[config.mk]
export PLATFORM = sky130hd
export DESIGN_NAME = atsc_mgt_section_parser_top
export DESIGN_NICKNAME = d
export VERILOG_FILES = /design/src/rtl/amsp_pkg.sv /design/src/rtl/atsc_mgt_section_parser_top.sv
export SDC_FILE = /design/constraint.sdc
export NUM_CORES = 1
export LEC_CHECK = 0
export BUFFER_PORTS_ARGS = -buffer_cell sky130_fd_sc_hd__buf_2
export CORE_ASPECT_RATIO = 1.4
export CORE_MARGIN = 3
export CORE_UTILIZATION = 42
export DETAILED_ROUTE_END_ITERATION = 8
export GPL_ROUTABILITY_DRIVEN = 0
export PLACE_DENSITY = 0.66
export SYNTH_ARGS = -nofsm -noshare
export SYNTH_HDL_FRONTEND = slang
export SYNTH_SLANG_ARGS = --single-unit
[constraint.sdc]
create_clock -name clock -period 4.6 [get_ports clock]
set_input_delay 0.69 -clock clock [delete_from_list [all_inputs] [get_ports clock]]
set_output_delay 0.69 -clock clock [all_outputs]
set_load 0.02 [all_outputs]
[src/rtl/amsp_pkg.sv]
// Package for the MGT section parser: item types for the byte and record
// channels and the record kind codes. No dependencies.
package amsp_pkg;

   localparam logic [1:0] KIND_HEADER  = 2'd0;
   localparam logic [1:0] KIND_ENTRY   = 2'd1;
   localparam logic [1:0] KIND_TRAILER = 2'd2;

   typedef struct packed {
      logic [7:0] data_byte;
      logic       section_start;
   } req_type;

   typedef struct packed {
      logic [1:0]  record_kind;
      logic [7:0]  table_id;
      logic [11:0] section_length;
      logic [15:0] table_id_extension;
      logic [4:0]  version_number;
      logic        current_next;
      logic [7:0]  section_number;
      logic [7:0]  last_section_number;
      logic [7:0]  protocol_version;
      logic [15:0] count_or_type;
      logic [12:0] entry_pid;
      logic [31:0] wide_value;
   } rsp_type;

endpackage

[src/rtl/atsc_mgt_section_parser_top.sv]
// MGT section parser top level: byte-wise section walker with a record
// output register. Depends on amsp_pkg.
//
// Usage:
//  - req channel: one section byte per item; section_start marks the table id
//    byte and restarts the parse from any state.
//  - rsp channel: header record after the 11th header byte, one entry record
//    after each entry's descriptor length, a trailer record after the CRC.
//    Fields that do not apply to a record kind are zero.
//  - Records: a record is valid the cycle after the byte that completes it.
//  - Throughput: one byte per cycle while req_ready is high; the only state
//    update per byte is a shift or a 16-bit or 12-bit decrement in the phase logic.
//  - Stall: the single output register holds a record until taken; req_ready
//    falls only while that register is full and rsp_ready is low.
//  - Reset: parser idle, bytes ignored until a section start; output empty.
module atsc_mgt_section_parser_top
   import amsp_pkg::*;
(
   input  logic    clock,
   input  logic    reset,
   input  logic    req_valid,
   output logic    req_ready,
   input  req_type req_data,
   output logic    rsp_valid,
   input  logic    rsp_ready,
   output rsp_type rsp_data
);

   typedef enum logic [3:0] {
      PH_IDLE,
      PH_HEADER,
      PH_ENTRY,
      PH_ENTRY_SKIP,
      PH_GLOBAL_LEN,
      PH_GLOBAL_SKIP,
      PH_CRC,
      PH_DONE
   } phase_type;

   phase_type   phase_ff, phase_in;
   logic [3:0]  byte_position_ff, byte_position_in;
   logic [31:0] field_shift_ff, field_shift_in;
   logic [15:0] entries_left_ff, entries_left_in;
   logic [11:0] skip_left_ff, skip_left_in;
   logic [63:0] header_hold_ff, header_hold_in;
   logic [39:0] entry_hold_ff, entry_hold_in;
   logic [7:0]  table_id_ff, table_id_in;
   logic        rsp_valid_ff, rsp_valid_in;
   rsp_type     rsp_data_ff, rsp_data_in;

   logic        req_fire;
   logic        emit;
   rsp_type     rec;
   logic [7:0]  b;
   logic [11:0] skip_new;
   logic [11:0] skip_dec;
   logic [15:0] entries_dec;

   assign req_ready = !rsp_valid_ff || rsp_ready;
   assign req_fire  = req_valid && req_ready;
   assign rsp_valid = rsp_valid_ff;
   assign rsp_data  = rsp_data_ff;

   assign b           = req_data.data_byte;
   assign skip_new    = {skip_left_ff[3:0], b};
   assign skip_dec    = skip_left_ff - 12'd1;
   assign entries_dec = entries_left_ff - 16'd1;

   always_comb begin
      phase_in         = phase_ff;
      byte_position_in = byte_position_ff;
      field_shift_in   = field_shift_ff;
      entries_left_in  = entries_left_ff;
      skip_left_in     = skip_left_ff;
      header_hold_in   = header_hold_ff;
      entry_hold_in    = entry_hold_ff;
      table_id_in      = table_id_ff;
      emit             = 1'b0;
      rec              = '0;

      if (req_fire) begin
         if (req_data.section_start) begin
            table_id_in      = b;
            header_hold_in   = '0;
            field_shift_in   = '0;
            entries_left_in  = '0;
            skip_left_in     = '0;
            entry_hold_in    = '0;
            byte_position_in = 4'd1;
            phase_in         = PH_HEADER;
         end else begin
            unique case (phase_ff)
               PH_HEADER: begin
                  if (byte_position_ff <= 4'd8) begin
                     header_hold_in   = {header_hold_ff[55:0], b};
                     byte_position_in = byte_position_ff + 4'd1;
                  end else if (byte_position_ff == 4'd9) begin
                     field_shift_in   = {24'd0, b};
                     byte_position_in = byte_position_ff + 4'd1;
                  end else begin
                     emit                    = 1'b1;
                     rec.record_kind         = KIND_HEADER;
                     rec.table_id            = table_id_ff;
                     rec.section_length      = header_hold_ff[59:48];
                     rec.table_id_extension  = header_hold_ff[47:32];
                     rec.version_number      = header_hold_ff[29:25];
                     rec.current_next        = header_hold_ff[24];
                     rec.section_number      = header_hold_ff[23:16];
                     rec.last_section_number = header_hold_ff[15:8];
                     rec.protocol_version    = header_hold_ff[7:0];
                     rec.count_or_type       = {field_shift_ff[7:0], b};
                     entries_left_in         = {field_shift_ff[7:0], b};
                     field_shift_in          = '0;
                     byte_position_in        = '0;
                     phase_in = ({field_shift_ff[7:0], b} != 16'd0) ? PH_ENTRY
                                                                    : PH_GLOBAL_LEN;
                  end
               end
               PH_ENTRY: begin
                  if (byte_position_ff <= 4'd4) begin
                     // type, pid, version byte
                     entry_hold_in    = {entry_hold_ff[31:0], b};
                     byte_position_in = byte_position_ff + 4'd1;
                     if (byte_position_ff == 4'd4)
                        field_shift_in = '0;
                  end else if (byte_position_ff <= 4'd8) begin
                     field_shift_in   = {field_shift_ff[23:0], b};
                     byte_position_in = byte_position_ff + 4'd1;
                  end else if (byte_position_ff == 4'd9) begin
                     skip_left_in     = {4'd0, b};
                     byte_position_in = byte_position_ff + 4'd1;
                  end else begin
                     emit               = 1'b1;
                     rec.record_kind    = KIND_ENTRY;
                     rec.version_number = entry_hold_ff[5:1];
                     rec.count_or_type  = entry_hold_ff[39:24];
                     rec.entry_pid      = entry_hold_ff[20:8];
                     rec.wide_value     = field_shift_ff;
                     skip_left_in       = skip_new;
                     entries_left_in    = entries_dec;
                     entry_hold_in      = '0;
                     if (skip_new != 12'd0) begin
                        phase_in = PH_ENTRY_SKIP;
                     end else begin
                        phase_in = (entries_dec != 16'd0) ? PH_ENTRY : PH_GLOBAL_LEN;
                        byte_position_in = '0;
                        field_shift_in   = '0;
                     end
                  end
               end
               PH_ENTRY_SKIP: begin
                  skip_left_in = skip_dec;
                  if (skip_dec == 12'd0) begin
                     phase_in = (entries_left_ff != 16'd0) ? PH_ENTRY : PH_GLOBAL_LEN;
                     byte_position_in = '0;
                     field_shift_in   = '0;
                  end
               end
               PH_GLOBAL_LEN: begin
                  if (byte_position_ff == 4'd0) begin
                     skip_left_in     = {4'd0, b};
                     byte_position_in = 4'd1;
                  end else begin
                     skip_left_in     = skip_new;
                     byte_position_in = '0;
                     field_shift_in   = '0;
                     phase_in = (skip_new != 12'd0) ? PH_GLOBAL_SKIP : PH_CRC;
                  end
               end
               PH_GLOBAL_SKIP: begin
                  skip_left_in = skip_dec;
                  if (skip_dec == 12'd0) begin
                     phase_in         = PH_CRC;
                     byte_position_in = '0;
                     field_shift_in   = '0;
                  end
               end
               PH_CRC: begin
                  field_shift_in   = {field_shift_ff[23:0], b};
                  byte_position_in = byte_position_ff + 4'd1;
                  if (byte_position_ff == 4'd3) begin
                     emit             = 1'b1;
                     rec.record_kind  = KIND_TRAILER;
                     rec.wide_value   = {field_shift_ff[23:0], b};
                     phase_in         = PH_DONE;
                     byte_position_in = '0;
                  end
               end
               PH_IDLE, PH_DONE: begin
               end
               default: begin
               end
            endcase
         end
      end

      if (req_fire)
         rsp_valid_in = emit;
      else if (rsp_ready)
         rsp_valid_in = 1'b0;
      else
         rsp_valid_in = rsp_valid_ff;

      rsp_data_in = (req_fire && emit) ? rec : rsp_data_ff;
   end

   always_ff @(posedge clock) begin
      if (reset) begin
         phase_ff         <= PH_IDLE;
         byte_position_ff <= '0;
         field_shift_ff   <= '0;
         entries_left_ff  <= '0;
         skip_left_ff     <= '0;
         header_hold_ff   <= '0;
         entry_hold_ff    <= '0;
         table_id_ff      <= '0;
         rsp_valid_ff     <= 1'b0;
      end else begin
         phase_ff         <= phase_in;
         byte_position_ff <= byte_position_in;
         field_shift_ff   <= field_shift_in;
         entries_left_ff  <= entries_left_in;
         skip_left_ff     <= skip_left_in;
         header_hold_ff   <= header_hold_in;
         entry_hold_ff    <= entry_hold_in;
         table_id_ff      <= table_id_in;
         rsp_valid_ff     <= rsp_valid_in;
      end
      rsp_data_ff <= rsp_data_in;
   end

`ifndef ASSERT_OFF
   a_start_restarts: assert property (@(posedge clock) disable iff (reset)
      (req_fire && req_data.section_start) |=>
         (phase_ff == PH_HEADER && byte_position_ff == 4'd1))
      else $error("section start did not restart header parse");

   a_new_record_needs_item: assert property (@(posedge clock) disable iff (reset)
      $rose(rsp_valid_ff) |-> $past(req_fire))
      else $error("record appeared without an accepted item");

   a_skip_nonzero: assert property (@(posedge clock) disable iff (reset)
      (phase_ff == PH_ENTRY_SKIP || phase_ff == PH_GLOBAL_SKIP) |->
         (skip_left_ff != 12'd0))
      else $error("skip phase with zero count");

   a_trailer_clean: assert property (@(posedge clock) disable iff (reset)
      (rsp_valid_ff && rsp_data_ff.record_kind == KIND_TRAILER) |->
         (rsp_data_ff.entry_pid == 13'd0 && rsp_data_ff.count_or_type == 16'd0))
      else $error("trailer record carries entry fields");

   a_stall_only_when_full: assert property (@(posedge clock) disable iff (reset)
      !req_ready |-> rsp_valid_ff)
      else $error("input stalled with empty output register");
`endif

endmodule

# [Word level (Yosys, flattened, before mapping)]
# Index checks and enable logic that the tools add are counted.
[totals] reg_bits=306 wordCells=169 output_inout_bits=131
[classes] addsub=3 bitwise_logic=3 reduce_logical=30 order_cmp=2 eq_ne=25 mux=85
[ops] operator="two-way mux 32 bit" n=10
[ops] operator="two-way mux 40 bit" n=5
[ops] operator="two-way mux 61 bit" n=3
[ops] operator="two-way mux 60 bit" n=3
[ops] operator="case mux 32 bit (5 select lines)" n=1
[ops] operator="two-way mux 16 bit" n=6
[ops] operator="two-way mux 46 bit" n=2
[ops] operator="two-way mux 4 bit" n=19
[ops] operator="case mux 16 bit (2 select lines)" n=2
[ops] operator="case mux 32 bit (2 select lines)" n=1
[ops] operator="two-way mux 12 bit" n=5
[ops] operator="nonzero test 16 bit" n=3
[ops] operator="case mux 12 bit (3 select lines)" n=1
[ops] operator="inequality test 3 bit, second input constant" n=11
[ops] operator="case mux 4 bit (6 select lines)" n=1
[ops] operator="case mux 4 bit (5 select lines)" n=1
[ops] operator="equality test 4 x 3 -> 1 bit, second input constant" n=4
[ops] operator="subtractor 16 x 1 -> 16 bit, second input constant" n=1
[ops] operator="two-way mux 5 bit" n=3
[ops] operator="equality test 4 x 2 -> 1 bit, second input constant" n=3
[ops] operator="logical NOT 12 bit" n=1
[ops] operator="two-way mux 1 bit" n=12
[ops] operator="two-way mux 3 bit" n=4
[ops] operator="AND reduction 4 bit" n=3
[ops] operator="34 further kinds" n=43

# [Depth between registers and ports, before layout]
[logic_depth] word_depth=9 mapped_depth=11 ltp_nobuf=11

# [Least setup slack after synthesis]
# Ideal clock, no wire load.
[synth_path] kind="in2reg" startpoint="input rsp_ready" endpoint="register rsp_data_ff (netlist bit rsp_data[0]), enable pin" arrival_ns=3.751 slack_ns=-0.270 setup_time_ns=1.119 path_stages=6 cell_sequence="nand2b_1 nand2_1 nor2_1 nand4_1 clkbuf_1 nand2_1"
[synth_via] elab_chain_cells=4
[synth_lines] element="from (decl)" line_no="atsc_mgt_section_parser_top.sv:25" source="input logic rsp_ready,"
[synth_lines] element="logical OR 1 bit *" line_no="atsc_mgt_section_parser_top.sv:59" source="assign req_ready = !rsp_valid_ff || rsp_ready;"
[synth_lines] element="logical AND 1 bit *" line_no="atsc_mgt_section_parser_top.sv:60" source="assign req_fire = req_valid && req_ready;"
[synth_lines] element="two-way mux 1 bit" line_no="atsc_mgt_section_parser_top.sv:81" source="if (req_fire) begin"
[synth_lines] element="logical AND 1 bit *" line_no="atsc_mgt_section_parser_top.sv:204" source="rsp_data_in = (req_fire && emit) ? rec : rsp_data_ff;"
[synth_lines] element="to (signal assigned)" line_no="atsc_mgt_section_parser_top.sv:229" source="rsp_data_ff <= rsp_data_in;"
[synth_lines] element="to (decl)" line_no="atsc_mgt_section_parser_top.sv:49" source="rsp_type rsp_data_ff, rsp_data_in;"
# Every way passes the cells marked *; elsewhere a longest branch is shown, timed or not.
# A chain may end at the register's enable or synchronous reset.

# [Final worst setup path]
[layout_path] startpoint="register phase_ff[0]" endpoint="register rsp_data_ff (netlist bit rsp_data[26]), enable pin"
[layout_via] elab_chain_cells=5 elab_cells_between_ends=7 classes_between="eq/ne (3); mux (3); reduce/logical (1)"
[layout_lines] element="from (decl)" line_no="atsc_mgt_section_parser_top.sv:40" source="phase_type phase_ff, phase_in;"
[layout_lines] element="from (signal assigned)" line_no="atsc_mgt_section_parser_top.sv:219" source="phase_ff <= phase_in;"
[layout_lines] element="equality test 4 x 3 -> 1 bit (tied with other cells)" line_no="atsc_mgt_section_parser_top.sv:92" source="unique case (phase_ff)"
[layout_lines] element="case mux 1 bit (3 select lines) *" line_no="atsc_mgt_section_parser_top.sv:92"
[layout_lines] element="two-way mux 1 bit *" line_no="atsc_mgt_section_parser_top.sv:82" source="if (req_data.section_start) begin"
[layout_lines] element="two-way mux 1 bit *" line_no="atsc_mgt_section_parser_top.sv:81"
[layout_lines] element="logical AND 1 bit *" line_no="atsc_mgt_section_parser_top.sv:204"
# Marks and branches as above.

==> summary.md <==
| Metric | Value |
|---|---|
| Crit Path Max Fanout | 37 |
| Maximum vdd drop | 0.2645 mV |
| Pin count of the biggest net entering global routing | 105 |
| Yosys warning total | 0 |
| Post-DR vias/cell | 5.689 |
| EDFF count, synth | 129 |
| Comb power frac | 5.4% |
| Clk Latency, worst-skew pair | 550 ps |
| Synth cell count leaders | nor2_1 (194), dfxtp_1 (176), a22oi_1 (129), edfxtp_1 (129), clkbuf_1 (101) |
| Synth area leaders | edfxtp_1 (30%), dfxtp_1 (27%), a22oi_1 (7.5%) |
| Fin area | 14,770 um^2 |
| Final period utilization | 71.80% |
| Max cap viols | 0 |
| Sequential share of the synthesized area | 57.29% |
| Critical Path End Type | register |
| Worst Hold Depth | 2 |
| Fin nets | 1,416 |
| Count leader, synth | nor2_1 |
| Hold Path Class | reg2reg |
| Slowest cell on the critical path | nand2_4 |
| Critical Path Start Type | register |
| Antenna cells | 0 |
| Total negative slack | 0 ps |
| Setup Crit Path Kind | reg2reg |
| Register-to-register setup slack | 1300 ps |
| Dpl hpwl | 22,020 um |
| Worst r2r src | phase_ff[0] |
| Syn-to-layout area delta | 14.39% |
| Leakage power | 5.744 nW |
| ANT nets after route | 0 |
| Resized cells post-CTS | 0 |
| CTS tree | yes |
| Final Slew Violations | 0 |
| Die area | 32,910 um^2 |
| Cell Pwr Density | 363.4 nW/um^2 |
| Mapped Area | 12,910 um^2 |
| Global-route wire length before repair | 52,670 um |
| Mean post-synth cell area | 9.796 um^2 |
| CTS Buf Count | 27 |
| Die Wd | 154.2 um |
| Port bufs | 143 |
| Core area | 30,120 um^2 |
| Initial antenna violation count | 0 |
| Critical Path Max Stage Delay | 750 ps |
| Final setup viols | 0 |
| DP Area | 13,890 um^2 |
| Root Driver | clkbuf_16 |
| Die H | 213.5 um |
| CTS Hold Bufs | 0 |
| Clock transition at path regs | 70 ps |
| Reg2Reg Depth | 5 |
| Effective utilization at floorplan | 42.86% |
| Remaining Overflow, GRT | 0 |
| Total number of vias | 10,240 |
| Share of the synthesized area in the top cell type | 30.00% |
| Synthesized Nets | 1,339 |
| Area of the multi-input gates | 5065 um^2 |
| Clock Skews | 16.66 ps |
| FF-to-FF End | rsp_data[26] |
| Net Switching | 0.001205 W |
| Ys async rst share | 0% |
| Slew HR | 16.48% |
| Worst Path Required | 4810 ps |
| Remaining DRCs | 0 |
| # rows | 75 |
| Post-Synthesis Cells | 1,318 |
| Unique cell type count in the Yosys netlist | 62 |
| GRT Total Usage | 19.62% |
| Internal Power | 0.004163 W |
| Outcome | complete, no violations |
| Synth Flop Type | dfxtp_1 |
| Drt first pass iters | 5 |
| Max Freq | 302.8 MHz |
| Yosys reg bits | 305 |
| CP Data Arrival Time | 3510 ps |
| Hold_sp | entry_hold_ff[23] |
| Clk pwr share | 41.9% |
| CTS Sinks | 305 |
| Number of global-route vias before repair | 9,496 |
| RSZ-0062 raised after global routing | false |
| Fraction of layout cells with a size suffix above 1 | 16.11% |
| Critical-path cell list | nand2b_1 -> a21oi_1 -> nand4_1 -> nand2_4 -> buf_4 |
| IO Pins | 144 |
| Fin. Hold Viols | 0 |
| Seq. cell area | 7397 um^2 |
| Wire per inst | 18.79 um |
| Initial DRC count | 854 |
| Sequential Power Share | 52.7% |
| Post-synth top area cell | edfxtp_1 |
| Post-CTS Setup Inserts | 0 |
| H-tree Lvls | 1 |
| Switching share of power | 22.45% |
| Post-Route WL | 33,820 um |
| Hold EP | entry_hold_ff[23] |
| Max clock buf depth | 3 |
| Fill cells | 2,764 |
| Slew @ Worst Pin | 1249 ps |
| Post-layout min period | 3303 ps |
-- area by class of cell --
type / instances / share of cell area (%)
Multi-Input combinational cell: 883 / 34.29
Inverter: 15 / 0.3812
Sequential cell: 305 / 50.08
Clock inverter: 5 / 0.3728
Timing Repair Buffer: 163 / 6.049
Clock buffer: 44 / 5.557
Tap cell: 385 / 3.262
-- how the worst max path moves through the flow --
stage | from | endpoint
2_1_floorplan | rsp_ready | rsp_data[0]
6_report | phase_ff[0] | rsp_data[26]
4_1_cts | phase_ff[0] | rsp_data[1]
5_1_grt | phase_ff[0] | rsp_data[22]
3_3_place_gp | rsp_ready | rsp_data[26]
3_5_place_dp | req_data[0] | rsp_data[13]
-- state kept, by name (all words and copies together) (netlist names) --
| register | flops |
|---|---|
| rsp_data | 129 |
| header_hold_ff | 60 |
| entry_hold_ff | 40 |
| field_shift_ff | 32 |
| entries_left_ff | 16 |
| skip_left_ff | 12 |
| table_id_ff | 8 |
| byte_position_ff | 4 |
| phase_ff | 3 |
| rsp_valid | 1 |
-- critical path: cells and delay by family, from the launching register on --
family                 cells  cell delay, ps
flip-flops                 1             690
buffers and inverters      1             440
AND/OR/NAND/NOR            3            1520
AO/OA/AOI/OAI              1             280
-- cells by family after synthesis --
| group | after synthesis | share of synthesized area, % |
|---|---|---|
| compound gates | 311 | 15.71 |
| simple gates | 539 | 20.41 |
| mux | 13 | 1.027 |
| flops | 305 | 57.29 |
| xor+xnor | 11 | 0.7463 |
| fa+ha+maj | 9 | 0.8528 |
| buf+inv | 130 | 3.963 |
-- stage by stage --
stage | setup slack (ps) | hold WS, ps | total power, W | utilization, % | std cells
floorplan | 979.8 | 432.1 | 0.003098 | - | 1318
global placement | 1413 | 439.5 | 0.003168 | 46.12 | 1751
detailed placement | 1342 | 446.4 | 0.003172 | 46.12 | 1751
CTS | 1363 | 454.1 | 0.005407 | 49.03 | 1800
global route | 1107 | 468.6 | 0.005553 | 49.03 | 1800
finish | 1297 | 451.0 | 0.005368 | 49.03 | 1800
-- layer usage --
metal / part of all wire, % / vias up / wire (um) / global-route usage (%)
met5: 0 / - / 0 / 0
met4: 2.9 / 0 / 990 / 6.886
met3: 5.8 / 65 / 1956 / 2.786
met2: 51 / 331 / 17100 / 34.09
met1: 41 / 4939 / 13770 / 25.18
li1: - / 4906 / - / -
-- cell usage in the layout (no fill, tap or decap), types with 6 or more instances in the layout --
master | Yosys | layout
ha_1 | 8 | 8
nor2_1 | 194 | 190
and2_1 | 17 | 17
a22oi_1 | 129 | 129
nor4_1 | 14 | 12
buf_2 | 4 | 142
nand2_1 | 81 | 80
a211oi_1 | 7 | 7
nand3_1 | 77 | 77
clkbuf_16 | 0 | 27
nor3_1 | 13 | 13
edfxtp_1 | 129 | 129
a21oi_1 | 74 | 74
and3_1 | 63 | 63
inv_1 | 15 | 15
dfxtp_1 | 176 | 176
o21ai_0 | 57 | 56
xnor2_1 | 9 | 9
o21ai_1 | 7 | 6
nand2b_1 | 41 | 41
mux2i_1 | 11 | 11
clkbuf_8 | 0 | 8
buf_4 | 0 | 19
clkbuf_1 | 101 | 8
-- power by group through the flow --
stage               sequential, W  clock, W  combinational (W)
CTS                       0.00283   0.00229           0.000285
floorplan                 0.00288         0           0.000221
detailed placement        0.00289         0           0.000284
global placement          0.00289         0           0.000280
global route              0.00283   0.00241           0.000314
finish                    0.00283   0.00225           0.000289
(Power assumes the default switching activity.)
